### src/hdl/bpsd_pkg.sv
// ----------------------------------------------------------------------------
// bpsd_pkg
// Shared types, codes and sizes of the BMP pixel stream decoder.
// ----------------------------------------------------------------------------
package bpsd_pkg;

  localparam int MAX_DIM  = 2048;
  localparam int DIM_W    = $clog2(MAX_DIM + 1);
  localparam int COUNT_W  = (MAX_DIM > 1) ? $clog2(MAX_DIM) : 1;
  localparam int ORIGIN_W = 11;
  localparam int COORD_W  = 12;
  localparam int SUM_W    = ((COUNT_W > ORIGIN_W) ? COUNT_W : ORIGIN_W) + 1;
  localparam int CFG_IDX_W = 1;

  localparam logic [7:0]  SIG_B      = 8'h42;
  localparam logic [7:0]  SIG_M      = 8'h4d;
  localparam logic [5:0]  OFF_SIG    = 6'h01;
  localparam logic [5:0]  OFF_WIDTH  = 6'h12;
  localparam logic [5:0]  OFF_HEIGHT = 6'h16;
  localparam logic [5:0]  OFF_DEPTH  = 6'h1c;
  localparam logic [5:0]  OFF_LAST   = 6'h35;
  localparam logic [15:0] DEPTH_24   = 16'd24;
  localparam logic [15:0] DEPTH_32   = 16'd32;

  typedef enum logic [1:0] {
    PH_HEADER = 2'd0,
    PH_PIXEL  = 2'd1,
    PH_PAD    = 2'd2,
    PH_DONE   = 2'd3
  } phase_t;

  typedef enum logic [1:0] {
    ST_PIXEL     = 2'd0,
    ST_NOT_BMP   = 2'd1,
    ST_BAD_DEPTH = 2'd2,
    ST_TOO_LARGE = 2'd3
  } status_t;

  typedef enum logic [CFG_IDX_W-1:0] {
    CFG_ORIGIN_X = 1'b0,
    CFG_ORIGIN_Y = 1'b1
  } cfg_reg_t;

  typedef struct packed {
    status_t              status;
    logic [COUNT_W-1:0]   column;
    logic [COUNT_W-1:0]   row;
    logic [31:0]          color;
  } entry_t;

  typedef struct packed {
    logic   push;
    entry_t entry;
  } front_req_t;

  typedef struct packed {
    logic   valid;
    entry_t entry;
  } queue_head_t;

endpackage

### src/hdl/bpsd_in_if.sv
// ----------------------------------------------------------------------------
// bpsd_in_if
// Byte channel carrying the BMP file into the decoder.
// ----------------------------------------------------------------------------
interface bpsd_in_if;
  logic       valid;
  logic       ready;
  logic [7:0] data_byte;
  logic       file_start;

  modport source (output valid, output data_byte, output file_start, input ready);
  modport sink   (input valid, input data_byte, input file_start, output ready);
endinterface

### src/hdl/bpsd_out_if.sv
// ----------------------------------------------------------------------------
// bpsd_out_if
// Result channel carrying pixels and error reports out of the decoder.
// ----------------------------------------------------------------------------
interface bpsd_out_if;
  logic        valid;
  logic        ready;
  logic [1:0]  status;
  logic [11:0] pixel_x;
  logic [11:0] pixel_y;
  logic [31:0] color;

  modport source (output valid, output status, output pixel_x, output pixel_y,
                  output color, input ready);
  modport sink   (input valid, input status, input pixel_x, input pixel_y,
                  input color, output ready);
endinterface

### src/hdl/bmp_pixel_stream_decoder_core.sv
// ----------------------------------------------------------------------------
// bmp_pixel_stream_decoder_core
// Decodes an uncompressed 24/32-bit BMP byte stream into positioned pixels and error reports.
// ----------------------------------------------------------------------------
//  channel  | dir | handshake     | beat
//  bytes    | in  | valid/ready   | data_byte, file_start
//  pixels   | out | valid/ready   | status, pixel_x, pixel_y, color
//  cfg      | in  | cfg_we        | cfg_index, cfg_data (origin_x, origin_y)
//
//  One byte per cycle while bytes.ready is high; a pixel passes through the queue and the output register.
//  The parser feeds a two-entry queue, the formatter an output register.
//  bytes.ready drops only while the queue is full behind a stalled output.
//  Synchronous reset clears the parse state, the queue and both origins.
// ----------------------------------------------------------------------------
module bmp_pixel_stream_decoder_core
  import bpsd_pkg::*;
(
  input  logic                 clk,
  input  logic                 rst,
  bpsd_in_if.sink              bytes,
  bpsd_out_if.source           pixels,
  input  logic                 cfg_we,
  input  logic [CFG_IDX_W-1:0] cfg_index,
  input  logic [ORIGIN_W-1:0]  cfg_data
);

  front_req_t  req;
  queue_head_t head;
  logic        full;
  logic        pop;

  bpsd_front u_front (
    .clk   (clk),
    .rst   (rst),
    .bytes (bytes),
    .full  (full),
    .req   (req)
  );

  bpsd_queue u_queue (
    .clk  (clk),
    .rst  (rst),
    .req  (req),
    .full (full),
    .head (head),
    .pop  (pop)
  );

  bpsd_back u_back (
    .clk       (clk),
    .rst       (rst),
    .cfg_we    (cfg_we),
    .cfg_index (cfg_index),
    .cfg_data  (cfg_data),
    .head      (head),
    .pop       (pop),
    .pixels    (pixels)
  );

  a_error_zero: assert property (@(posedge clk) disable iff (rst)
    (pixels.valid && (pixels.status != ST_PIXEL)) |->
      (pixels.pixel_x == '0 && pixels.pixel_y == '0 && pixels.color == '0))
    else $error("error beat carries nonzero payload");

  a_stall_cause: assert property (@(posedge clk) disable iff (rst)
    !bytes.ready |-> pixels.valid)
    else $error("input stalled with no output beat held");

  a_queue_bound: assert property (@(posedge clk) disable iff (rst)
    req.push |-> !full)
    else $error("push into full queue");

endmodule

### src/hdl/bpsd_front.sv
// ----------------------------------------------------------------------------
// bpsd_front
// Byte parser: header decode, checks, pixel gathering and row padding.
// ----------------------------------------------------------------------------
module bpsd_front
  import bpsd_pkg::*;
(
  input  logic          clk,
  input  logic          rst,
  bpsd_in_if.sink       bytes,
  input  logic          full,
  output front_req_t    req
);

  phase_t               phase, phase_next;
  logic [5:0]           header_offset;
  logic [7:0]           signature_first;
  logic [31:0]          image_width;
  logic [31:0]          image_height;
  logic [15:0]          bits_per_pixel;
  logic [DIM_W-1:0]     wmag;
  logic [DIM_W-1:0]     hmag;
  logic                 flip;
  logic                 per4;
  logic [COUNT_W-1:0]   column_count;
  logic [COUNT_W-1:0]   row_count;
  logic [1:0]           byte_in_pixel;
  logic [1:0]           pad_count;
  logic [23:0]          pixel_bytes;

  logic                 accept;
  phase_t               eff_phase;
  logic [5:0]           eff_off;
  logic [7:0]           b;
  logic                 sig_bad;
  logic                 hdr_last;
  logic [31:0]          wmag32;
  logic [31:0]          hmag32;
  logic                 depth_bad;
  logic                 too_large;
  logic                 dim_zero;
  logic                 pix_last;
  logic [DIM_W-1:0]     col_inc;
  logic [DIM_W-1:0]     row_inc;
  logic                 row_done;
  logic                 img_done;
  logic [1:0]           pad_amt;
  logic [DIM_W-1:0]     ypos_flip;
  logic [1:0]           w_lane;
  logic [1:0]           h_lane;

  assign bytes.ready = !full;
  assign accept      = bytes.valid && !full;
  assign b           = bytes.data_byte;
  assign eff_phase   = bytes.file_start ? PH_HEADER : phase;
  assign eff_off     = bytes.file_start ? 6'd0 : header_offset;

  assign sig_bad   = (eff_off == OFF_SIG) && ((signature_first != SIG_B) || (b != SIG_M));
  assign hdr_last  = (eff_off >= OFF_LAST);
  assign wmag32    = image_width[31]  ? (32'd0 - image_width)  : image_width;
  assign hmag32    = image_height[31] ? (32'd0 - image_height) : image_height;
  assign depth_bad = (bits_per_pixel != DEPTH_24) && (bits_per_pixel != DEPTH_32);
  assign too_large = (wmag32 > 32'(MAX_DIM)) || (hmag32 > 32'(MAX_DIM));
  assign dim_zero  = (wmag32 == 32'd0) || (hmag32 == 32'd0);
  assign w_lane    = 2'(eff_off - OFF_WIDTH);
  assign h_lane    = 2'(eff_off - OFF_HEIGHT);

  assign pix_last  = per4 ? (byte_in_pixel == 2'd3) : (byte_in_pixel == 2'd2);
  assign col_inc   = DIM_W'(column_count) + DIM_W'(1);
  assign row_inc   = DIM_W'(row_count) + DIM_W'(1);
  assign row_done  = (col_inc == wmag);
  assign img_done  = (row_inc == hmag);
  assign pad_amt   = per4 ? 2'd0 : wmag[1:0];
  assign ypos_flip = hmag - DIM_W'(1) - DIM_W'(row_count);

  // next phase
  always_comb begin
    phase_next = phase;
    if (accept) begin
      case (eff_phase)
        PH_HEADER: begin
          if (sig_bad) begin
            phase_next = PH_DONE;
          end else if (hdr_last) begin
            phase_next = (depth_bad || too_large || dim_zero) ? PH_DONE : PH_PIXEL;
          end else begin
            phase_next = PH_HEADER;
          end
        end
        PH_PIXEL: begin
          if (pix_last && row_done) begin
            if (img_done) begin
              phase_next = PH_DONE;
            end else if (pad_amt != 2'd0) begin
              phase_next = PH_PAD;
            end else begin
              phase_next = PH_PIXEL;
            end
          end else begin
            phase_next = PH_PIXEL;
          end
        end
        PH_PAD:  phase_next = (pad_count <= 2'd1) ? PH_PIXEL : PH_PAD;
        PH_DONE: phase_next = PH_DONE;
        default: phase_next = PH_DONE;
      endcase
    end
  end

  // results
  always_comb begin
    req = '0;
    case (eff_phase)
      PH_HEADER: begin
        if (sig_bad) begin
          req.push         = accept;
          req.entry.status = ST_NOT_BMP;
        end else if (hdr_last && depth_bad) begin
          req.push         = accept;
          req.entry.status = ST_BAD_DEPTH;
        end else if (hdr_last && too_large) begin
          req.push         = accept;
          req.entry.status = ST_TOO_LARGE;
        end
      end
      PH_PIXEL: begin
        req.push         = accept && pix_last;
        req.entry.status = ST_PIXEL;
        req.entry.column = column_count;
        req.entry.row    = flip ? ypos_flip[COUNT_W-1:0] : row_count;
        req.entry.color  = {per4 ? b : 8'd0,
                            (byte_in_pixel == 2'd2) ? b : pixel_bytes[23:16],
                            pixel_bytes[15:0]};
      end
      default: req = '0;
    endcase
  end

  always_ff @(posedge clk) begin
    if (rst) begin
      phase           <= PH_HEADER;
      header_offset   <= '0;
      signature_first <= '0;
      image_width     <= '0;
      image_height    <= '0;
      bits_per_pixel  <= '0;
      wmag            <= '0;
      hmag            <= '0;
      flip            <= 1'b0;
      per4            <= 1'b0;
      column_count    <= '0;
      row_count       <= '0;
      byte_in_pixel   <= '0;
      pad_count       <= '0;
      pixel_bytes     <= '0;
    end else begin
      phase <= phase_next;
      if (accept) begin
        case (eff_phase)
          PH_HEADER: begin
            header_offset <= eff_off + 6'd1;
            if (eff_off == 6'd0) begin
              signature_first <= b;
              image_width     <= '0;
              image_height    <= '0;
              bits_per_pixel  <= '0;
            end
            if (eff_off >= OFF_WIDTH && eff_off < OFF_HEIGHT) begin
              image_width[8*w_lane +: 8] <= b;
            end
            if (eff_off >= OFF_HEIGHT && eff_off < OFF_HEIGHT + 6'd4) begin
              image_height[8*h_lane +: 8] <= b;
            end
            if (eff_off == OFF_DEPTH) begin
              bits_per_pixel[7:0] <= b;
            end
            if (eff_off == OFF_DEPTH + 6'd1) begin
              bits_per_pixel[15:8] <= b;
            end
            if (hdr_last) begin
              wmag          <= wmag32[DIM_W-1:0];
              hmag          <= hmag32[DIM_W-1:0];
              flip          <= !image_height[31];
              per4          <= (bits_per_pixel == DEPTH_32);
              column_count  <= '0;
              row_count     <= '0;
              byte_in_pixel <= '0;
              pad_count     <= '0;
              pixel_bytes   <= '0;
            end
          end
          PH_PIXEL: begin
            if (pix_last) begin
              byte_in_pixel <= '0;
              pixel_bytes   <= '0;
              if (row_done) begin
                column_count <= '0;
                row_count    <= row_inc[COUNT_W-1:0];
                pad_count    <= pad_amt;
              end else begin
                column_count <= col_inc[COUNT_W-1:0];
              end
            end else begin
              byte_in_pixel <= byte_in_pixel + 2'd1;
              case (byte_in_pixel)
                2'd0:    pixel_bytes[7:0]   <= b;
                2'd1:    pixel_bytes[15:8]  <= b;
                2'd2:    pixel_bytes[23:16] <= b;
                default: pixel_bytes        <= pixel_bytes;
              endcase
            end
          end
          PH_PAD: begin
            if (pad_count != 2'd0) begin
              pad_count <= pad_count - 2'd1;
            end
          end
          default: pad_count <= pad_count;
        endcase
      end
    end
  end

endmodule

### src/hdl/bpsd_queue.sv
// ----------------------------------------------------------------------------
// bpsd_queue
// Two-entry queue between the parser and the result formatter.
// ----------------------------------------------------------------------------
module bpsd_queue
  import bpsd_pkg::*;
(
  input  logic        clk,
  input  logic        rst,
  input  front_req_t  req,
  output logic        full,
  output queue_head_t head,
  input  logic        pop
);

  entry_t     slots [2];
  logic       wr_ptr;
  logic       rd_ptr;
  logic [1:0] count;
  logic       do_pop;

  assign full       = (count == 2'd2);
  assign head.valid = (count != 2'd0);
  assign head.entry = slots[rd_ptr];
  assign do_pop     = pop && head.valid;

  always_ff @(posedge clk) begin
    if (req.push) begin
      slots[wr_ptr] <= req.entry;
    end
  end

  always_ff @(posedge clk) begin
    if (rst) begin
      wr_ptr <= 1'b0;
      rd_ptr <= 1'b0;
      count  <= '0;
    end else begin
      if (req.push) begin
        wr_ptr <= !wr_ptr;
      end
      if (do_pop) begin
        rd_ptr <= !rd_ptr;
      end
      case ({req.push, do_pop})
        2'b10:   count <= count + 2'd1;
        2'b01:   count <= count - 2'd1;
        default: count <= count;
      endcase
    end
  end

endmodule

### src/hdl/bpsd_back.sv
// ----------------------------------------------------------------------------
// bpsd_back
// Result formatter: origin offset, error zeroing and output register.
// ----------------------------------------------------------------------------
module bpsd_back
  import bpsd_pkg::*;
(
  input  logic                 clk,
  input  logic                 rst,
  input  logic                 cfg_we,
  input  logic [CFG_IDX_W-1:0] cfg_index,
  input  logic [ORIGIN_W-1:0]  cfg_data,
  input  queue_head_t          head,
  output logic                 pop,
  bpsd_out_if.source           pixels
);

  logic [ORIGIN_W-1:0] origin_x;
  logic [ORIGIN_W-1:0] origin_y;
  logic                valid;
  logic [SUM_W-1:0]    x_sum;
  logic [SUM_W-1:0]    y_sum;
  logic                is_pixel;

  assign pop      = head.valid && (!valid || pixels.ready);
  assign is_pixel = (head.entry.status == ST_PIXEL);
  assign x_sum    = SUM_W'(head.entry.column) + SUM_W'(origin_x);
  assign y_sum    = SUM_W'(head.entry.row) + SUM_W'(origin_y);

  assign pixels.valid = valid;

  always_ff @(posedge clk) begin
    if (rst) begin
      origin_x <= '0;
      origin_y <= '0;
    end else if (cfg_we) begin
      case (cfg_index)
        CFG_ORIGIN_X: origin_x <= cfg_data;
        CFG_ORIGIN_Y: origin_y <= cfg_data;
        default:      origin_x <= origin_x;
      endcase
    end
  end

  always_ff @(posedge clk) begin
    if (rst) begin
      valid <= 1'b0;
    end else if (pop) begin
      valid <= 1'b1;
    end else if (pixels.ready) begin
      valid <= 1'b0;
    end
  end

  // hold the beat until taken
  always_ff @(posedge clk) begin
    if (pop) begin
      pixels.status  <= head.entry.status;
      pixels.pixel_x <= is_pixel ? x_sum[COORD_W-1:0] : '0;
      pixels.pixel_y <= is_pixel ? y_sum[COORD_W-1:0] : '0;
      pixels.color   <= is_pixel ? head.entry.color : '0;
    end
  end

endmodule
### src/flat_wrapper.sv
// flat-port wrapper written by rule: the top's interface ports become plain ports
module bmp_pixel_stream_decoder_core_flat import bpsd_pkg::*;
  (clk, rst, cfg_we, cfg_index, cfg_data, bytes_valid, bytes_data_byte, bytes_file_start, bytes_ready, pixels_valid, pixels_status, pixels_pixel_x, pixels_pixel_y, pixels_color, pixels_ready);
  bpsd_in_if bytes_i ();
  bpsd_out_if pixels_i ();
  input  logic clk;
  input  logic rst;
  input  logic cfg_we;
  input  logic [CFG_IDX_W-1:0] cfg_index;
  input  logic [ORIGIN_W-1:0] cfg_data;
  input wire logic [$bits(bytes_i.valid)-1:0] bytes_valid;
  input wire logic [$bits(bytes_i.data_byte)-1:0] bytes_data_byte;
  input wire logic [$bits(bytes_i.file_start)-1:0] bytes_file_start;
  output wire logic [$bits(bytes_i.ready)-1:0] bytes_ready;
  output wire logic [$bits(pixels_i.valid)-1:0] pixels_valid;
  output wire logic [$bits(pixels_i.status)-1:0] pixels_status;
  output wire logic [$bits(pixels_i.pixel_x)-1:0] pixels_pixel_x;
  output wire logic [$bits(pixels_i.pixel_y)-1:0] pixels_pixel_y;
  output wire logic [$bits(pixels_i.color)-1:0] pixels_color;
  input wire logic [$bits(pixels_i.ready)-1:0] pixels_ready;
  assign bytes_i.valid = bytes_valid;
  assign bytes_i.data_byte = bytes_data_byte;
  assign bytes_i.file_start = bytes_file_start;
  assign bytes_ready = bytes_i.ready;
  assign pixels_valid = pixels_i.valid;
  assign pixels_status = pixels_i.status;
  assign pixels_pixel_x = pixels_i.pixel_x;
  assign pixels_pixel_y = pixels_i.pixel_y;
  assign pixels_color = pixels_i.color;
  assign pixels_i.ready = pixels_ready;
  bmp_pixel_stream_decoder_core u_core (.clk(clk), .rst(rst), .bytes(bytes_i), .pixels(pixels_i), .cfg_we(cfg_we), .cfg_index(cfg_index), .cfg_data(cfg_data));
endmodule
### config.mk
export PLATFORM = sky130hd
export DESIGN_NAME = bmp_pixel_stream_decoder_core_flat
export DESIGN_NICKNAME = d
export VERILOG_FILES = /design/src/hdl/bpsd_pkg.sv /design/src/hdl/bpsd_in_if.sv /design/src/hdl/bpsd_out_if.sv /design/src/hdl/bmp_pixel_stream_decoder_core.sv /design/src/hdl/bpsd_front.sv /design/src/hdl/bpsd_queue.sv /design/src/hdl/bpsd_back.sv /design/src/flat_wrapper.sv
export SDC_FILE = /design/constraint.sdc
export NUM_CORES = 1
export LEC_CHECK = 0
export BUFFER_PORTS_ARGS = -buffer_cell sky130_fd_sc_hd__buf_2
export CORE_MARGIN = 5
export CORE_UTILIZATION = 45
export CTS_CLUSTER_DIAMETER = 40
export CTS_CLUSTER_SIZE = 12
export DETAILED_ROUTE_END_ITERATION = 10
export PLACE_DENSITY = 0.59
export SKIP_LAST_GASP = 1
export SYNTH_ARGS = -nofsm -noshare
export SYNTH_HDL_FRONTEND = slang
export SYNTH_SLANG_ARGS = --single-unit
### constraint.sdc
create_clock -name clk -period 13.7 [get_ports clk]
set_input_delay 1.37 -clock clk [delete_from_list [all_inputs] [get_ports clk]]
set_output_delay 1.37 -clock clk [all_outputs]
set_load 0.01 [all_outputs]
# ---- Word-level counts from Yosys, hierarchy flattened
# Memories as Yosys holds them, arrays and structs flattened. A register that Yosys moved wholly into a read port is not among the register bits.
# Cells that the tools add are included.
dict set report totals {
  out_inout_bits 60
  reg_bits 257
  memories 1
  ramBits 112
}
# memory depth width read_ports rd_ports_with_merged_regs wr line
set memory_table {}
lappend memory_table {u_core.u_queue.slots 2 56 1 1 1 bpsd_queue.sv:16} ;# entry_t slots [2];
dict set report classes {
  order_cmp 8
  shifts 4
  addsub 17
  n_bitwise 1
  reduce_logical 50
  n_eq_ne 25
  muxes 63
}
# operator count
set ops {}
lappend ops {{$mux 32} 12}
lappend ops {{$neg 5->34} 2}
lappend ops {{$shift 8x34->32 const A} 2}
lappend ops {{$shiftx 8x34->32} 2}
lappend ops {{$mux 11} 6}
lappend ops {{$bwmux 32} 2}
lappend ops {{$gt 32x12->1 const B} 2}
lappend ops {{$logic_not 32->1} 2}
lappend ops {{$sub 1x32->32 const A} 2}
lappend ops {{$mux 54} 1}
lappend ops {{$mux 24} 2}
lappend ops {{$mux 8} 6}
lappend ops {{$pmux 24 s2} 1}
lappend ops {{$pmux 11 s2} 2}
lappend ops {{$mux 2} 14}
lappend ops {{$add 11x1->12 const B} 2}
lappend ops {{$add 11x11->12} 2}
lappend ops {{$eq 12x12->1} 2}
lappend ops {{$eq 16x6->1 const B} 1}
lappend ops {{$mux 16} 1}
lappend ops {{$ne 16x5->1 const B} 1}
lappend ops {{$ne 16x6->1 const B} 1}
lappend ops {{$ne 8x7->1 const B} 2}
lappend ops {{$reduce_bool 2->1} 8}
lappend ops {{other kinds (35)} 90}

# ---- Longest topological paths before layout
# Gate-level depths: netlist of run 1.
dict set report depth {
  depth_word 11
  mapped_depth 16
  ltp_nobuf 15
}

# ---- Hierarchy
# A second synthesis of run 1 with hierarchy kept.
dict set report hier_totals {
  hier_cells 1968
  area_unflattened_um2 18868.1
}
# module cells_per_inst seq_area_each_um2 n_inst area_per_inst_um2
set modules_own_cells {}
lappend modules_own_cells {bpsd_front 1428 3443.3 1 10774.1}
lappend modules_own_cells {bpsd_queue 197 3463.3 1 4249.1}
lappend modules_own_cells {bpsd_back 343 2202.1 1 3844.9}

# ---- Worst setup path after synthesis of run 1
# Ideal clock, no wire load.
dict set report synth_path {
  kind {input port to flip-flop}
  startpoint {input bytes_file_start}
  endpoint {memory u_core.u_queue.slots[0][0] (netlist bit) (enable)}
  arrival_ns 6.811
  n_path_buf 3
  path_slack_ns 6.350
  stages 10
  setup_time_ns 0.539
  required_time_ns 13.161
  path_cell_list {clkbuf_1 inv_1 nand2_1 ha_1 buf_2 and3_1 clkbuf_1 nand2_1 o21ba_1 nor3_1}
}
dict set report synth_via {
  elab_chain_cells 9
  word_cells_on_any_way 15
}
# item line
set synth_rtl {}
lappend synth_rtl {{from (decl)} flat_wrapper.sv:13} ;# input wire logic [$bits(bytes_i.file_start)-1:0] bytes_file_start;
lappend synth_rtl {{$mux 6} bpsd_front.sv:56} ;# assign eff_off = bytes.file_start ? 6'd0 : header_offset;
lappend synth_rtl {{$ge 6x6->1} bpsd_front.sv:59} ;# assign hdr_last = (eff_off >= OFF_LAST);
lappend synth_rtl {{$logic_and 1x1->1} bpsd_front.sv:121} ;# end else if (hdr_last && too_large) begin
lappend synth_rtl {{$mux 3} bpsd_front.sv:121}
lappend synth_rtl {{$mux 3} bpsd_front.sv:118} ;# end else if (hdr_last && depth_bad) begin
lappend synth_rtl {{$mux 3} bpsd_front.sv:115} ;# if (sig_bad) begin
lappend synth_rtl {{$pmux 3 s2 *} bpsd_front.sv:113} ;# case (eff_phase)
lappend synth_rtl {{$mux 1 *} bpsd_queue.sv:28} ;# if (req.push) begin
lappend synth_rtl {{$mux 1 (not written as such) *} bpsd_queue.sv:29} ;# slots[wr_ptr] <= req.entry;
lappend synth_rtl {{to (decl)} bpsd_queue.sv:16}
# Every way passes the cells marked *; elsewhere a longest branch is shown, timed or not.

# ---- Worst setup path in the final report of run 1
dict set report layout_path {
  startpoint {register u_core.u_front.image_height[2]}
  endpoint {register u_core.u_queue.count[1]}
}
dict set report layout_via {
  elab_chain_cells 11
  word_cells_on_any_way 13
}
# item line
set layout_rtl {}
lappend layout_rtl {{from (decl)} bpsd_front.sv:19} ;# logic [31:0] image_height;
lappend layout_rtl {{from (signal assigned)} bpsd_front.sv:145} ;# image_height <= '0;
lappend layout_rtl {{from (signal assigned)} bpsd_front.sv:165} ;# image_height <= '0;
lappend layout_rtl {{from (signal, indexed assignment)} bpsd_front.sv:172} ;# image_height[8*h_lane +: 8] <= b;
lappend layout_rtl {{$sub 1x32->32} bpsd_front.sv:61} ;# assign hmag32 = image_height[31] ? (32'd0 - image_height) : image_height;
lappend layout_rtl {{$mux 32 *} bpsd_front.sv:61}
lappend layout_rtl {{$gt 32x12->1 *} bpsd_front.sv:63} ;# assign too_large = (wmag32 > 32'(MAX_DIM)) || (hmag32 > 32'(MAX_DIM));
lappend layout_rtl {{$logic_or 1x1->1 *} bpsd_front.sv:63}
lappend layout_rtl {{$logic_and 1x1->1 *} bpsd_front.sv:121}
lappend layout_rtl {{$mux 3 *} bpsd_front.sv:121}
lappend layout_rtl {{$mux 3 *} bpsd_front.sv:118}
lappend layout_rtl {{$mux 3 *} bpsd_front.sv:115}
lappend layout_rtl {{$pmux 3 s2 *} bpsd_front.sv:113}
lappend layout_rtl {{$eq 2x1->1 or $eq 2x2->1 (tied branches)} bpsd_queue.sv:45} ;# case ({req.push, do_pop})
lappend layout_rtl {{$pmux 2 s2 or $reduce_bool 2->1 (tied branches)} --}
lappend layout_rtl {{to (signal assigned)} bpsd_queue.sv:46} ;# 2'b10: count <= count + 2'd1;
lappend layout_rtl {{to (signal assigned)} bpsd_queue.sv:47} ;# 2'b01: count <= count - 2'd1;
lappend layout_rtl {{to (signal assigned)} bpsd_queue.sv:48} ;# default: count <= count;
lappend layout_rtl {{to (decl)} bpsd_queue.sv:19} ;# logic [1:0] count;
# Marked as above.
# A chain may end at the register's enable or synchronous reset.

==> results of run 1 <==
==> worst paths after layout <==
path                                                  startpoint                                             end  slack [ps]  cells past startpoint
setup / recovery     u_core.u_front.image_height[2]$_SDFFE_PP0P_            u_core.u_queue.count[1]$_SDFFE_PP0P_        9050                     12
hold / removal    u_core.u_front.signature_first[1]$_SDFFE_PP0P_  u_core.u_front.signature_first[1]$_SDFFE_PP0P_         450                      2
setup reg to reg     u_core.u_front.image_height[2]$_SDFFE_PP0P_            u_core.u_queue.count[1]$_SDFFE_PP0P_        9050                     12
hold reg to reg   u_core.u_front.signature_first[1]$_SDFFE_PP0P_  u_core.u_front.signature_first[1]$_SDFFE_PP0P_         450                      2
==> power groups by stage <==
| stage | registers, mW | clock network [mW] | logic (mW) |
|---|---|---|---|
| 2_1_floorplan | 1.37 | 0 | 0.236 |
| 3_3_place_gp | 1.33 | 0 | 0.431 |
| 3_5_place_dp | 1.33 | 0 | 0.433 |
| 4_1_cts | 1.31 | 1.51 | 0.435 |
| 5_1_grt | 1.32 | 1.56 | 0.470 |
| 6_report | 1.31 | 1.48 | 0.429 |
==> cell usage after synthesis, drive strengths merged (24+ instances only) <==
master and count:
a211oi 30, a21oi 115, a22oi 79, and2 35, and3 24, clkbuf 108
dfxtp 200, edfxtp 170, ha 52, inv 63, mux2 24, mux2i 62
nand2 156, nand3 33, nand4 29, nor2 290, nor3 66, nor4 26
o21ai 59, xnor2 44, xor2 25
==> cells by family after synthesis <==
| kind of cell | count (synthesis) | share of synthesized area |
|---|---|---|
| adder cells (fa/ha/maj) | 55 | 0.0378 |
| AND/OR/NAND/NOR | 789 | 0.206 |
| XOR/XNOR | 69 | 0.0321 |
| flip-flops | 370 | 0.484 |
| AO/OA/AOI/OAI | 430 | 0.155 |
| multiplexers | 86 | 0.0474 |
| buffers and inverters | 186 | 0.0377 |
==> cells in the final DEF (no fill, tap or decap), types with 10 or more instances in the layout <==
cell,count
a211oi_1,30
a21oi_1,115
a22oi_1,79
a311oi_1,14
a31oi_1,20
and2_1,35
and3_1,24
buf_2,84
buf_4,15
clkbuf_16,58
dfxtp_1,199
edfxtp_1,170
ha_1,52
inv_1,63
inv_6,11
mux2_2,24
mux2i_1,62
nand2_1,156
nand2b_1,20
nand3_1,33
nand4_1,29
nand4b_1,12
nor2_1,289
nor2b_1,17
nor3_1,63
nor4_1,22
o21ai_0,56
o31ai_1,10
o41ai_1,12
or3_1,17
or4_1,18
xnor2_1,44
xor2_1,25
==> per-stage QoR <==
| stage | utilization | instances | cell area, um2 |
|---|---|---|---|
| 6_report | 0.518 | 2608 | 21600 |
| 5_1_grt | 0.518 | 2608 | 21600 |
| 4_1_cts | 0.518 | 2608 | 21600 |
| 3_5_place_dp | 0.470 | 2501 | 19600 |
| 3_3_place_gp | 0.470 | 2501 | 19600 |
| 2_1_floorplan | - | 1985 | 18800 |
==> layer usage <==
| layer | share of wire | up-vias | track usage |
|---|---|---|---|
| met5 | 0 | - | 0 |
| li1 | - | 7355 | - |
| met4 | 0.026 | 0 | 0.0685 |
| met1 | 0.46 | 7106 | 0.273 |
| met3 | 0.049 | 80 | 0.0295 |
| met2 | 0.47 | 434 | 0.331 |
==> registers in the layout, summed over array words and instances (netlist names), 2 cells and up, named ones only <==
name / count
u_core.u_back.origin_y: 11
u_core.u_front.row_count: 11
u_core.u_front.image_height: 32
u_core.u_front.hmag: 12
u_core.u_front.pixel_bytes: 24
u_core.u_front.pad_count: 2
u_core.u_back.pixels.color: 32
u_core.u_front.column_count: 11
u_core.u_front.phase: 2
u_core.u_front.bits_per_pixel: 16
u_core.u_front.signature_first: 8
u_core.u_front.byte_in_pixel: 2
u_core.u_front.wmag: 12
u_core.u_back.origin_x: 11
u_core.u_front.image_width: 32
u_core.u_back.pixels.status: 2
u_core.u_queue.slots: 112
u_core.u_back.pixels.pixel_x: 12
u_core.u_queue.count: 2
u_core.u_back.pixels.pixel_y: 12
u_core.u_front.header_offset: 6
==> worst min-delay path: cells and delay by family (launching register included) <==
| kind | cells | cell delay (ps) |
|---|---|---|
| AOI/OAI and AO/OA | 1 | 50 |
| and+or+nand+nor | 1 | 50 |
| DFF | 1 | 300 |
==> final cells by class <==
| class | count | share of cell area |
|---|---|---|
| clock buffer | 69 | 0.0710 |
| clock inverter | 38 | 0.0216 |
| inverter | 63 | 0.0110 |
| multi-input combinational | 1429 | 0.418 |
| sequential | 370 | 0.422 |
| tap | 539 | 0.0313 |
| timing repair buffer | 100 | 0.0252 |
==> metrics.md, run 1 <==
| Metric | Value |
|---|---|
| Mapped Nets | 2066 |
| Synth Register Bits | 370 |
| Pre-CTS setup slack | 8770 ps |
| Yosys cell types | 82 |
| Routed vias/inst | 5.74 |
| Estimated wirelength of the detail-placed design | 32.2 mm |
| Quantity of hold-fixing buffers added after cts | 0 |
| Library cell occupying the most area in the post-synthesis netlist | edfxtp_1 |
| Fin crit share | 0.340 |
| Clock Tree Buf Depth | 3 |
| # fillers | 3788 |
| Clock period minus worst slack | 4650 ps |
| Max Fclk | 215 MHz |
| Max-cap violation count | 0 |
| Wire length reported by the detailed router | 47.6 mm |
| Worst slew margin | 0.170 |
| Clock share of power | 0.460 |
| Post-CTS setup repair buffer count | 0 |
| Clock insertion delay at the later pin of the skew report | 620 ps |
| Congestion Overflow GR | 0 |
| Num ports | 86 |
| Clock transition at the register clock pins on the worst setup and hold paths after CTS | 60 ps |
| Average wire length per cell after detail routing | 18.2 um |
| Worst slack on hold paths | 452 ps |
| Cells along the critical path | or4_1, nor4_1, nand2_1, o21ai_0, xnor2_1, or4b_4, nor4_4, o21ba_1, or2_1, ha_1, or3_1, a21oi_1 |
| Die area | 0.0460 mm2 |
| Cell row count | 75 |
| First-pass GRT wire length | 77.1 mm |
| Number of levels the H-tree was split into | 2 |
| CP Buf/Inv Count | 0 |
| Internal power contribution | 2.35 mW |
| Kind of critical path | reg -> reg |
| Crit path arrival time | 5190 ps |
| Result of the run | completed |
| Area inside the core boundary | 0.0417 mm2 |
| Leak Pwr | 7.92 nW |
| Maximum number of pins on one net before global-route repair | 87 |
| Maximum ir drop on the vdd rail | 0.0914 mV |
| Ys Warns | 0 |
| Residual DRC | 0 |
| Post-route worst setup slack | 9050 ps |
| Area taken by flip-flops and latches | 0.00911 mm2 |
| Master of the slowest instance on the critical path | or4_1 |
| Vias in the first global route | 14.3k |
| Final Hold Viols | 0 |
| Post-Synthesis Cells | 1985 |
| Final Max Tran Viols | 0 |
| Number of clock buffers inserted by TritonCTS | 57 |
| Slowest stage delay, CP | 810 ps |
| Number of antenna violations at the first check in global routing | 0 |
| RSZ-0062 raised after global routing | no |
| Total inserted antenna cells | 0 |
| Area share of the largest cell type after synthesis | 0.271 |
| Effective utilization at floorplan | 0.451 |
| DIE WIDTH | 214 um |
| Area occupied by multi-input gates | 0.00901 mm2 |
| Highest fanout seen on the critical path | 16 |
| Floorplan die height | 214 um |
| CTS sink count | 370 |
| Part of the total power dissipated in sequential elements | 0.407 |
| Setup-failing EPs final | 0 |
| Synthesized area | 0.0188 mm2 |
| Clock Tree Root | clkbuf_16 |
| Power consumption | 3.22 mW |
| Layout cell share with drive strength beyond 1 | 0.124 |
| EDFF count, synth | 170 |
| CP endpoint kind | register |
| Pin slew with the least headroom to its limit | 1240 ps |
| Final net count | 2102 |
| Ys flop type | dfxtp_1 |
| Net switching component of the power | 0.870 mW |
| Fraction of power spent switching nets | 0.270 |
| Required @ worst endpoint | 14240 ps |
| Area delta synth->final | 14.7% |
| Total power density per cell area | 149 mW/mm2 |
| RePlAce Congestion | 0.909 |
| Crit path launch type | register |
| Family with the most delay on the worst path | simple AND/OR/NAND/NOR gates |
| Part of the total power dissipated in combinational logic | 0.133 |
| Via count | 15.0k |
| Initial drt markers | 1107 |
| Path class of the lowest-slack min-delay path | reg -> reg |
| Synth area leaders | edfxtp_1, dfxtp_1, nor2_1 |
| Max Clock Skew | 32.7 ps |
| Asr flop ratio synth | 0 |
| Part of the Yosys area used for sequential elements | 0.484 |
| Post-synthesis area per instance | 9.48 um2 |
| Antenna Violating Nets Remaining | 0 |
| Count of cells resized by post-cts repair | 0 |
| Setup total negative slack | 0 ps |
| Overall fraction of global-route tracks in use | 0.201 |
| TritonCTS clock tree | yes |
| Number of detailed-routing iterations run before antenna repair | 8 |
| Buffers added on ports | 85 |
(Power assumes the default switching activity.)
==> inputs of run 2 (changes only) <==
--- a/config.mk
+++ b/config.mk
@@ -11,7 +11,7 @@
 export CTS_CLUSTER_DIAMETER = 40
 export CTS_CLUSTER_SIZE = 12
 export DETAILED_ROUTE_END_ITERATION = 10
-export PLACE_DENSITY = 0.59
+export PLACE_DENSITY = 0.62
 export SKIP_LAST_GASP = 1
 export SYNTH_ARGS = -nofsm -noshare
 export SYNTH_HDL_FRONTEND = slang
==> constraint.sdc (replaced) <==
create_clock -name clk -period 4.1 [get_ports clk]
set_input_delay 0.41 -clock clk [delete_from_list [all_inputs] [get_ports clk]]
set_output_delay 0.41 -clock clk [all_outputs]
set_load 0.01 [all_outputs]
==> run 2 against run 1 <==
  * Cell count is 3.4% higher
  * Combinational power rose to 3.5 times the previous value
  * Die area did not move
  * Power grew to 3.3 times the previous value
  * Via count increased by 2.8%
  * Sequential cell count did not move
  * Clock skew grew 1.2 ps
  * Count of clock-buffer cells in the layout decreased by 2
  * Critical path type unchanged
  * Critical endpoint unchanged
  * Largest cell class is now multi-input combinational cells
  * Largest power group unchanged
==> metrics.md, run 2 (synthesized netlist as in run 1, its figures left out) <==
| Metric | Value |
|---|---|
| Clock Tree Buf Depth | 3 (unchanged) |
| Final net count | 2187 (was 2102) |
| Max-cap violation count | 0 (unchanged) |
| Cell row count | 75 (unchanged) |
| Wire length reported by the detailed router | 50.7 mm (was 47.6 mm) |
| Max Clock Skew | 33.9 ps (was 32.7 ps) |
| Clock Tree Root | clkbuf_16 (unchanged) |
| Clock insertion delay at the later pin of the skew report | 620 ps (about the same) |
| Setup-failing EPs final | 0 (unchanged) |
| First-pass GRT wire length | 81.3 mm (was 77.1 mm) |
| Clock period minus worst slack | 4050 ps (was 4650 ps) |
| Vias in the first global route | 15.0k (was 14.3k) |
| Maximum number of pins on one net before global-route repair | 84 (was 87) |
| Overall fraction of global-route tracks in use | 0.213 (was 0.201) |
| Leak Pwr | 8.34 nW (was 7.92 nW) |
| Routed vias/inst | 5.71 (was 5.74) |
| Number of antenna violations at the first check in global routing | 1 (was 0) |
| Flip-flop count of the largest register, all copies and words added | 112 (unchanged) |
| Number of levels the H-tree was split into | 2 (unchanged) |
| RSZ-0062 raised after global routing | yes (was no) |
| Post-route standard cell area excluding fillers | 0.0223 mm2 (was 0.0216 mm2) |
| Number of detailed-routing iterations run before antenna repair | 5 (was 8) |
| Final Hold Viols | 0 (unchanged) |
| Largest register by flop count | u_core.u_queue.slots (unchanged) |
| Crit path launch type | register (unchanged) |
| Residual DRC | 0 (unchanged) |
| Estimated wirelength of the detail-placed design | 34.8 mm (was 32.2 mm) |
| Pin slew with the least headroom to its limit | 1160 ps (was 1240 ps) |
| Floorplan die height | 214 um (unchanged) |
| Most common cell after layout, fill and taps aside | nor2_1 (unchanged) |
| Effective utilization at floorplan | 0.451 (unchanged) |
| Crit path arrival time | 4590 ps (was 5190 ps) |
| Area delta synth->final | 18.6% (was 14.7%) |
| Number of clock buffers inserted by TritonCTS | 58 (was 57) |
| Initial drt markers | 1286 (was 1107) |
| Final Util | 0.535 (was 0.518) |
| Congestion Overflow GR | 0 (unchanged) |
| Fin crit share | 0.988 (was 0.340) |
| Max Fclk | 247 MHz (was 215 MHz) |
| Via count | 15.4k (was 15.0k) |
| TritonCTS clock tree | yes (unchanged) |
| Result of the run | completed (unchanged) |
| Kind of critical path | reg -> reg (unchanged) |
| Clock transition at the register clock pins on the worst setup and hold paths after CTS | 60 ps (about the same) |
| Instance area after placement | 0.0203 mm2 (was 0.0196 mm2) |
| Average wire length per cell after detail routing | 18.8 um (was 18.2 um) |
| Power consumption | 10.6 mW (was 3.22 mW) |
| CTS sink count | 370 (unchanged) |
| Worst slew margin | 0.218 (was 0.170) |
| CP endpoint kind | register (unchanged) |
| Area inside the core boundary | 0.0417 mm2 (unchanged) |
| Num ports | 86 (unchanged) |
| DIE WIDTH | 214 um (unchanged) |
| Final Max Tran Viols | 0 (unchanged) |
| Die area | 0.0460 mm2 (unchanged) |
| RePlAce Congestion | 0.918 (was 0.909) |
| Layout cell share with drive strength beyond 1 | 0.168 (was 0.124) |
| Highest fanout seen on the critical path | 5 (was 16) |
| Maximum ir drop on the vdd rail | 0.314 mV (was 0.0914 mV) |
| Required @ worst endpoint | 4640 ps (was 14240 ps) |
| Commonest non-fill, non-tap cells in the layout | nor2_1, dfxtp_1, edfxtp_1 (unchanged) |
| Antenna Violating Nets Remaining | 0 (unchanged) |
| Worst slack on hold paths | 53.8 ps (was 452 ps) |
| Total power density per cell area | 474 mW/mm2 (was 149 mW/mm2) |
| Buffers added on ports | 85 (unchanged) |
| Path class of the lowest-slack min-delay path | in -> reg (was reg -> reg) |
run 2: routing by layer:
metal	GRT usage	up-vias	wire length (um)
li1	-	7535	-
met1	0.286	7307	22800
met2	0.348	450	23400
met3	0.0323	105	2680
met4	0.0868	0	1800
met5	0	-	0
run 2: final cells by class:
cell class              instances  area, um2
clock buffers                  67       1500
multi-input cells            1429       9140
clock inverters                43        417
inverters                      63        236
well taps                     539        674
diodes                          1       2.50
flip-flops and latches        370       9110
repair buffers                184       1240
fillers                      3744      19400
run 2: worst paths after layout:
check        slack (ps)                                             end  depth (start not counted)                                           start
max                  50            u_core.u_queue.count[1]$_SDFFE_PP0P_                         11     u_core.u_front.image_width[13]$_SDFFE_PP0P_
min                  50          u_core.u_back.origin_x[6]$_SDFFE_PP0P_                          3                                     cfg_data[6]
max reg2reg          50            u_core.u_queue.count[1]$_SDFFE_PP0P_                         11     u_core.u_front.image_width[13]$_SDFFE_PP0P_
min reg2reg         450  u_core.u_front.signature_first[1]$_SDFFE_PP0P_                          2  u_core.u_front.signature_first[1]$_SDFFE_PP0P_
run 2: stage by stage:
stage          worst slack [ps]  std cells  TNS, ps
3_3_place_gp               36.4       2582        0
4_1_cts                    20.0       2692        0
6_report                   47.3       2696        0
5_1_grt                   -69.4       2696    -69.4
3_5_place_dp               18.6       2582        0
2_1_floorplan              -222       1985   -21510
run 2: power breakdown:
part           leakage [nW]  switching (mW)  total, mW  internal [mW]
Sequential             3.29           0.105       4.39           4.29
Combinational          4.13           0.999       1.50          0.498
Clock                 0.925            1.88       4.70           2.81
run 2: worst max-delay path: stages (launching register included):
cell	delay [ps]
dfxtp_1	340
or4_1	650
or2_1	320
a2111o_1	360
or4_1	400
or4b_4	520
nor4_4	370
o21ba_4	180
or2_1	100
ha_1	230
or3_1	370
a21oi_1	160
run 2: what timing repair did:
| action | in CTS | in global routing |
|---|---|---|
| setup buffers | 0 | 3 |
| hold buffers | 0 | 0 |
| endpoints found under the setup margin | 0 | 58 |
| resized for setup | 0 | 14 |
| endpoints found under the hold margin | 0 | 0 |
==> inputs of run 3 (changes only) <==
--- a/config.mk
+++ b/config.mk
@@ -5,6 +5,7 @@
 export SDC_FILE = /design/constraint.sdc
 export NUM_CORES = 1
 export LEC_CHECK = 0
+export ABC_AREA = 1
 export BUFFER_PORTS_ARGS = -buffer_cell sky130_fd_sc_hd__buf_2
 export CORE_MARGIN = 5
 export CORE_UTILIZATION = 45
==> run 3 against run 2 <==
  * Power is 5.8% higher
  * Synthesized area is 0.22% higher
  * Largest cell class is now registers
  * Register-to-register slack better by 420 ps
  * Sequential share of layout area is 1.1 points higher
  * Cell count is 16% higher
  * First-iteration DRC count is 12% lower
  * Maximum frequency is 12% higher
  * Final area is 2.5% lower
  * Utilization is 1.4 points lower
  * Die area is 0.21% higher
==> metrics.md, run 3 <==
| Metric | Value |
|---|---|
| Routed vias/inst | 5.24 (was 5.71) |
| First-pass GRT wire length | 81.4 mm (was 81.3 mm) |
| Area taken by flip-flops and latches | 0.00911 mm2 (about the same) |
| Clock Tree Buf Depth | 3 (unchanged) |
| Final Max Tran Viols | 0 (unchanged) |
| Maximum ir drop on the vdd rail | 0.314 mV (about the same) |
| Leak Pwr | 9.36 nW (was 8.34 nW) |
| Max Clock Skew | 26.2 ps (was 33.9 ps) |
| Worst slew margin | 0.308 (was 0.218) |
| TritonCTS clock tree | yes (unchanged) |
| Number of levels the H-tree was split into | 2 (unchanged) |
| Buffers added on ports | 85 (unchanged) |
| Most used standard cell by instance count after synthesis | nand2_1 (was nor2_1) |
| RePlAce Congestion | 0.944 (was 0.918) |
| Synth area leaders | edfxtp_1, dfxtp_1, nand2_1 (was edfxtp_1, dfxtp_1, nor2_1) |
| RSZ-0062 raised after global routing | no (was yes) |
| Total inserted antenna cells | 0 (was 1) |
| Quantity of hold-fixing buffers added after cts | 0 (unchanged) |
| Largest register by flop count | u_core.u_queue.slots (unchanged) |
| Crit path arrival time | 4150 ps (was 4590 ps) |
| Kind of critical path | reg -> reg (unchanged) |
| Overall fraction of global-route tracks in use | 0.212 (was 0.213) |
| Post-Synthesis Cells | 2469 (was 1985) |
| Number of detailed-routing iterations run before antenna repair | 5 (unchanged) |
| Pre-CTS setup slack | 581 ps (was 18.6 ps) |
| Crit path launch type | register (unchanged) |
| Ys flop type | dfxtp_1 (unchanged) |
| Layout cell share with drive strength beyond 1 | 0.0948 (was 0.168) |
| Ys Warns | 0 (unchanged) |
| Part of the Yosys area used for sequential elements | 0.483 (was 0.484) |
| Fin crit share | 0.885 (was 0.988) |
| Library cell occupying the most area in the post-synthesis netlist | edfxtp_1 (unchanged) |
| CP endpoint kind | register (unchanged) |
| Path class of the lowest-slack min-delay path | in -> reg (unchanged) |
| Estimated wirelength of the detail-placed design | 35.7 mm (was 34.8 mm) |
| Area share of the largest cell type after synthesis | 0.271 (about the same) |
| CTS sink count | 370 (unchanged) |
| Maximum number of pins on one net before global-route repair | 75 (was 84) |
| Congestion Overflow GR | 0 (unchanged) |
| Top cell types by occurrence after synthesis | nand2_1, a21oi_1, inv_1, nor2_1, dfxtp_1 (was nor2_1, dfxtp_1, edfxtp_1, nand2_1, a21oi_1) |
| Area inside the core boundary | 0.0417 mm2 (unchanged) |
| Mapped Nets | 2550 (was 2066) |
| Final Hold Viols | 0 (unchanged) |
| Clock transition at the register clock pins on the worst setup and hold paths after CTS | 60 ps (about the same) |
| Synthesized area | 0.0189 mm2 (was 0.0188 mm2) |
| Total power density per cell area | 515 mW/mm2 (was 474 mW/mm2) |
| Highest fanout seen on the critical path | 25 (was 5) |
| Required @ worst endpoint | 4620 ps (was 4640 ps) |
| Clock Tree Root | clkbuf_16 (unchanged) |
| Result of the run | completed (unchanged) |
| Post-CTS setup repair buffer count | 0 (unchanged) |
| Wire length reported by the detailed router | 49.5 mm (was 50.7 mm) |
| Pin slew with the least headroom to its limit | 1030 ps (was 1160 ps) |
| Area occupied by multi-input gates | 0.00847 mm2 (was 0.00914 mm2) |
| DIE WIDTH | 215 um (was 214 um) |
| Flip-flop count of the largest register, all copies and words added | 112 (unchanged) |
| Number of antenna violations at the first check in global routing | 0 (was 1) |
| Count of cells resized by post-cts repair | 0 (unchanged) |
| Floorplan die height | 215 um (was 214 um) |
| Yosys cell types | 53 (was 82) |
| Num ports | 86 (unchanged) |
| Number of clock buffers inserted by TritonCTS | 53 (was 58) |
| Antenna Violating Nets Remaining | 0 (unchanged) |
| Residual DRC | 0 (unchanged) |
| Max Fclk | 276 MHz (was 247 MHz) |
| Initial drt markers | 1130 (was 1286) |
| # fillers | 3969 (was 3744) |
| Die area | 0.0461 mm2 (was 0.0460 mm2) |
| Clock insertion delay at the later pin of the skew report | 600 ps (was 620 ps) |
| Cell row count | 75 (unchanged) |
| Final Util | 0.522 (was 0.535) |
| Max-cap violation count | 0 (unchanged) |
| Asr flop ratio synth | 0 (unchanged) |
| Average wire length per cell after detail routing | 15.8 um (was 18.8 um) |
| Via count | 16.4k (was 15.4k) |
| Vias in the first global route | 16.0k (was 15.0k) |
| Post-route worst setup slack | 470 ps (was 47.3 ps) |
| Area delta synth->final | 15.4% (was 18.6%) |
| Most common cell after layout, fill and taps aside | nand2_1 (was nor2_1) |
| Post-synthesis area per instance | 7.63 um2 (was 9.48 um2) |
| EDFF count, synth | 170 (unchanged) |
| Commonest non-fill, non-tap cells in the layout | nand2_1, a21oi_1, inv_1 (was nor2_1, dfxtp_1, edfxtp_1) |
| Setup-failing EPs final | 0 (unchanged) |
| Setup total negative slack | 0 ps (unchanged) |
| Clock period minus worst slack | 3630 ps (was 4050 ps) |
| Final net count | 2631 (was 2187) |
| Effective utilization at floorplan | 0.452 (was 0.451) |
| Synth Register Bits | 370 (unchanged) |
-- run 3: worst paths after layout --
| check | from | to | slack, ps | cells after the start |
|---|---|---|---|---|
| worst min-delay path | cfg_data[9] | u_core.u_back.origin_x[9]$_SDFFE_PP0P_ | 90 | 3 |
| worst min register to register | u_core.u_front.pixel_bytes[12]$_SDFFE_PP0P_ | u_core.u_front.pixel_bytes[12]$_SDFFE_PP0P_ | 450 | 2 |
| worst max-delay path | u_core.u_front.image_width[31]$_SDFFE_PP0P_ | u_core.u_queue.count[1]$_SDFFE_PP0P_ | 470 | 19 |
| worst max register to register | u_core.u_front.image_width[31]$_SDFFE_PP0P_ | u_core.u_queue.count[1]$_SDFFE_PP0P_ | 470 | 19 |
-- run 3: worst max-delay path, stage by stage, from the launching register on --
cell and delay, ps:
dfxtp_1 880, inv_1 340, a21oi_1 260, nor2_1 90, nand3_1 70, nand2_1 50
inv_1 50, nand2_1 40, nor2_1 80, nand3_1 70, nor2_1 260, nand4_1 210
nand4_1 200, and2_1 220, ha_1 250, inv_1 80, nand2_1 50, nor2_1 110
o21ai_0 80, a21oi_1 140
-- run 3: layer usage --
layer	track usage	wire length, um
met3	0.0336	2350
met2	0.354	23300
met1	0.277	22200
met5	0	0
met4	0.0829	1650
-- run 3: area by class of cell --
| cell class | count | share of cell area |
|---|---|---|
| sequential | 370 | 0.419 |
| inverter | 258 | 0.0445 |
| clock inverter | 29 | 0.0151 |
| clock buffer | 70 | 0.0705 |
| tap | 539 | 0.0310 |
| timing repair buffer | 113 | 0.0305 |
| multi-input combinational | 1754 | 0.389 |
-- run 3: cell families (layout without fill, tap and decap cells) --
| family | Yosys count | count (layout) | share of synthesized area |
|---|---|---|---|
| and+or+nand+nor | 1194 | 1194 | 0.262 |
| AOI/OAI and AO/OA | 472 | 472 | 0.132 |
| DFF | 370 | 370 | 0.483 |
| buffers and inverters | 345 | 470 | 0.0702 |
| adders and majority gates | 55 | 55 | 0.0377 |
| xor gates and xnor gates | 32 | 32 | 0.0153 |
| muxes | 1 | 1 | 0.000531 |
-- run 3: stage by stage --
| step | hold WS (ps) | instance area [um2] | instances | power [mW] |
|---|---|---|---|---|
| global placement | 432 | 19900 | 3034 | 6.60 |
| global route | 86.4 | 21700 | 3133 | 11.8 |
| floorplan | 424 | 18900 | 2469 | 5.89 |
| detailed placement | 442 | 19900 | 3034 | 6.64 |
| CTS | 42.6 | 21700 | 3133 | 11.3 |
| finish | 85.2 | 21700 | 3133 | 11.2 |
-- run 3: power by group --
group / total [mW] / switching, mW / internal (mW)
Combinational: 2.07 / 1.47 / 0.600
Clock: 4.66 / 1.77 / 2.88
Sequential: 4.47 / 0.113 / 4.36
Total: 11.2 / 3.36 / 7.85
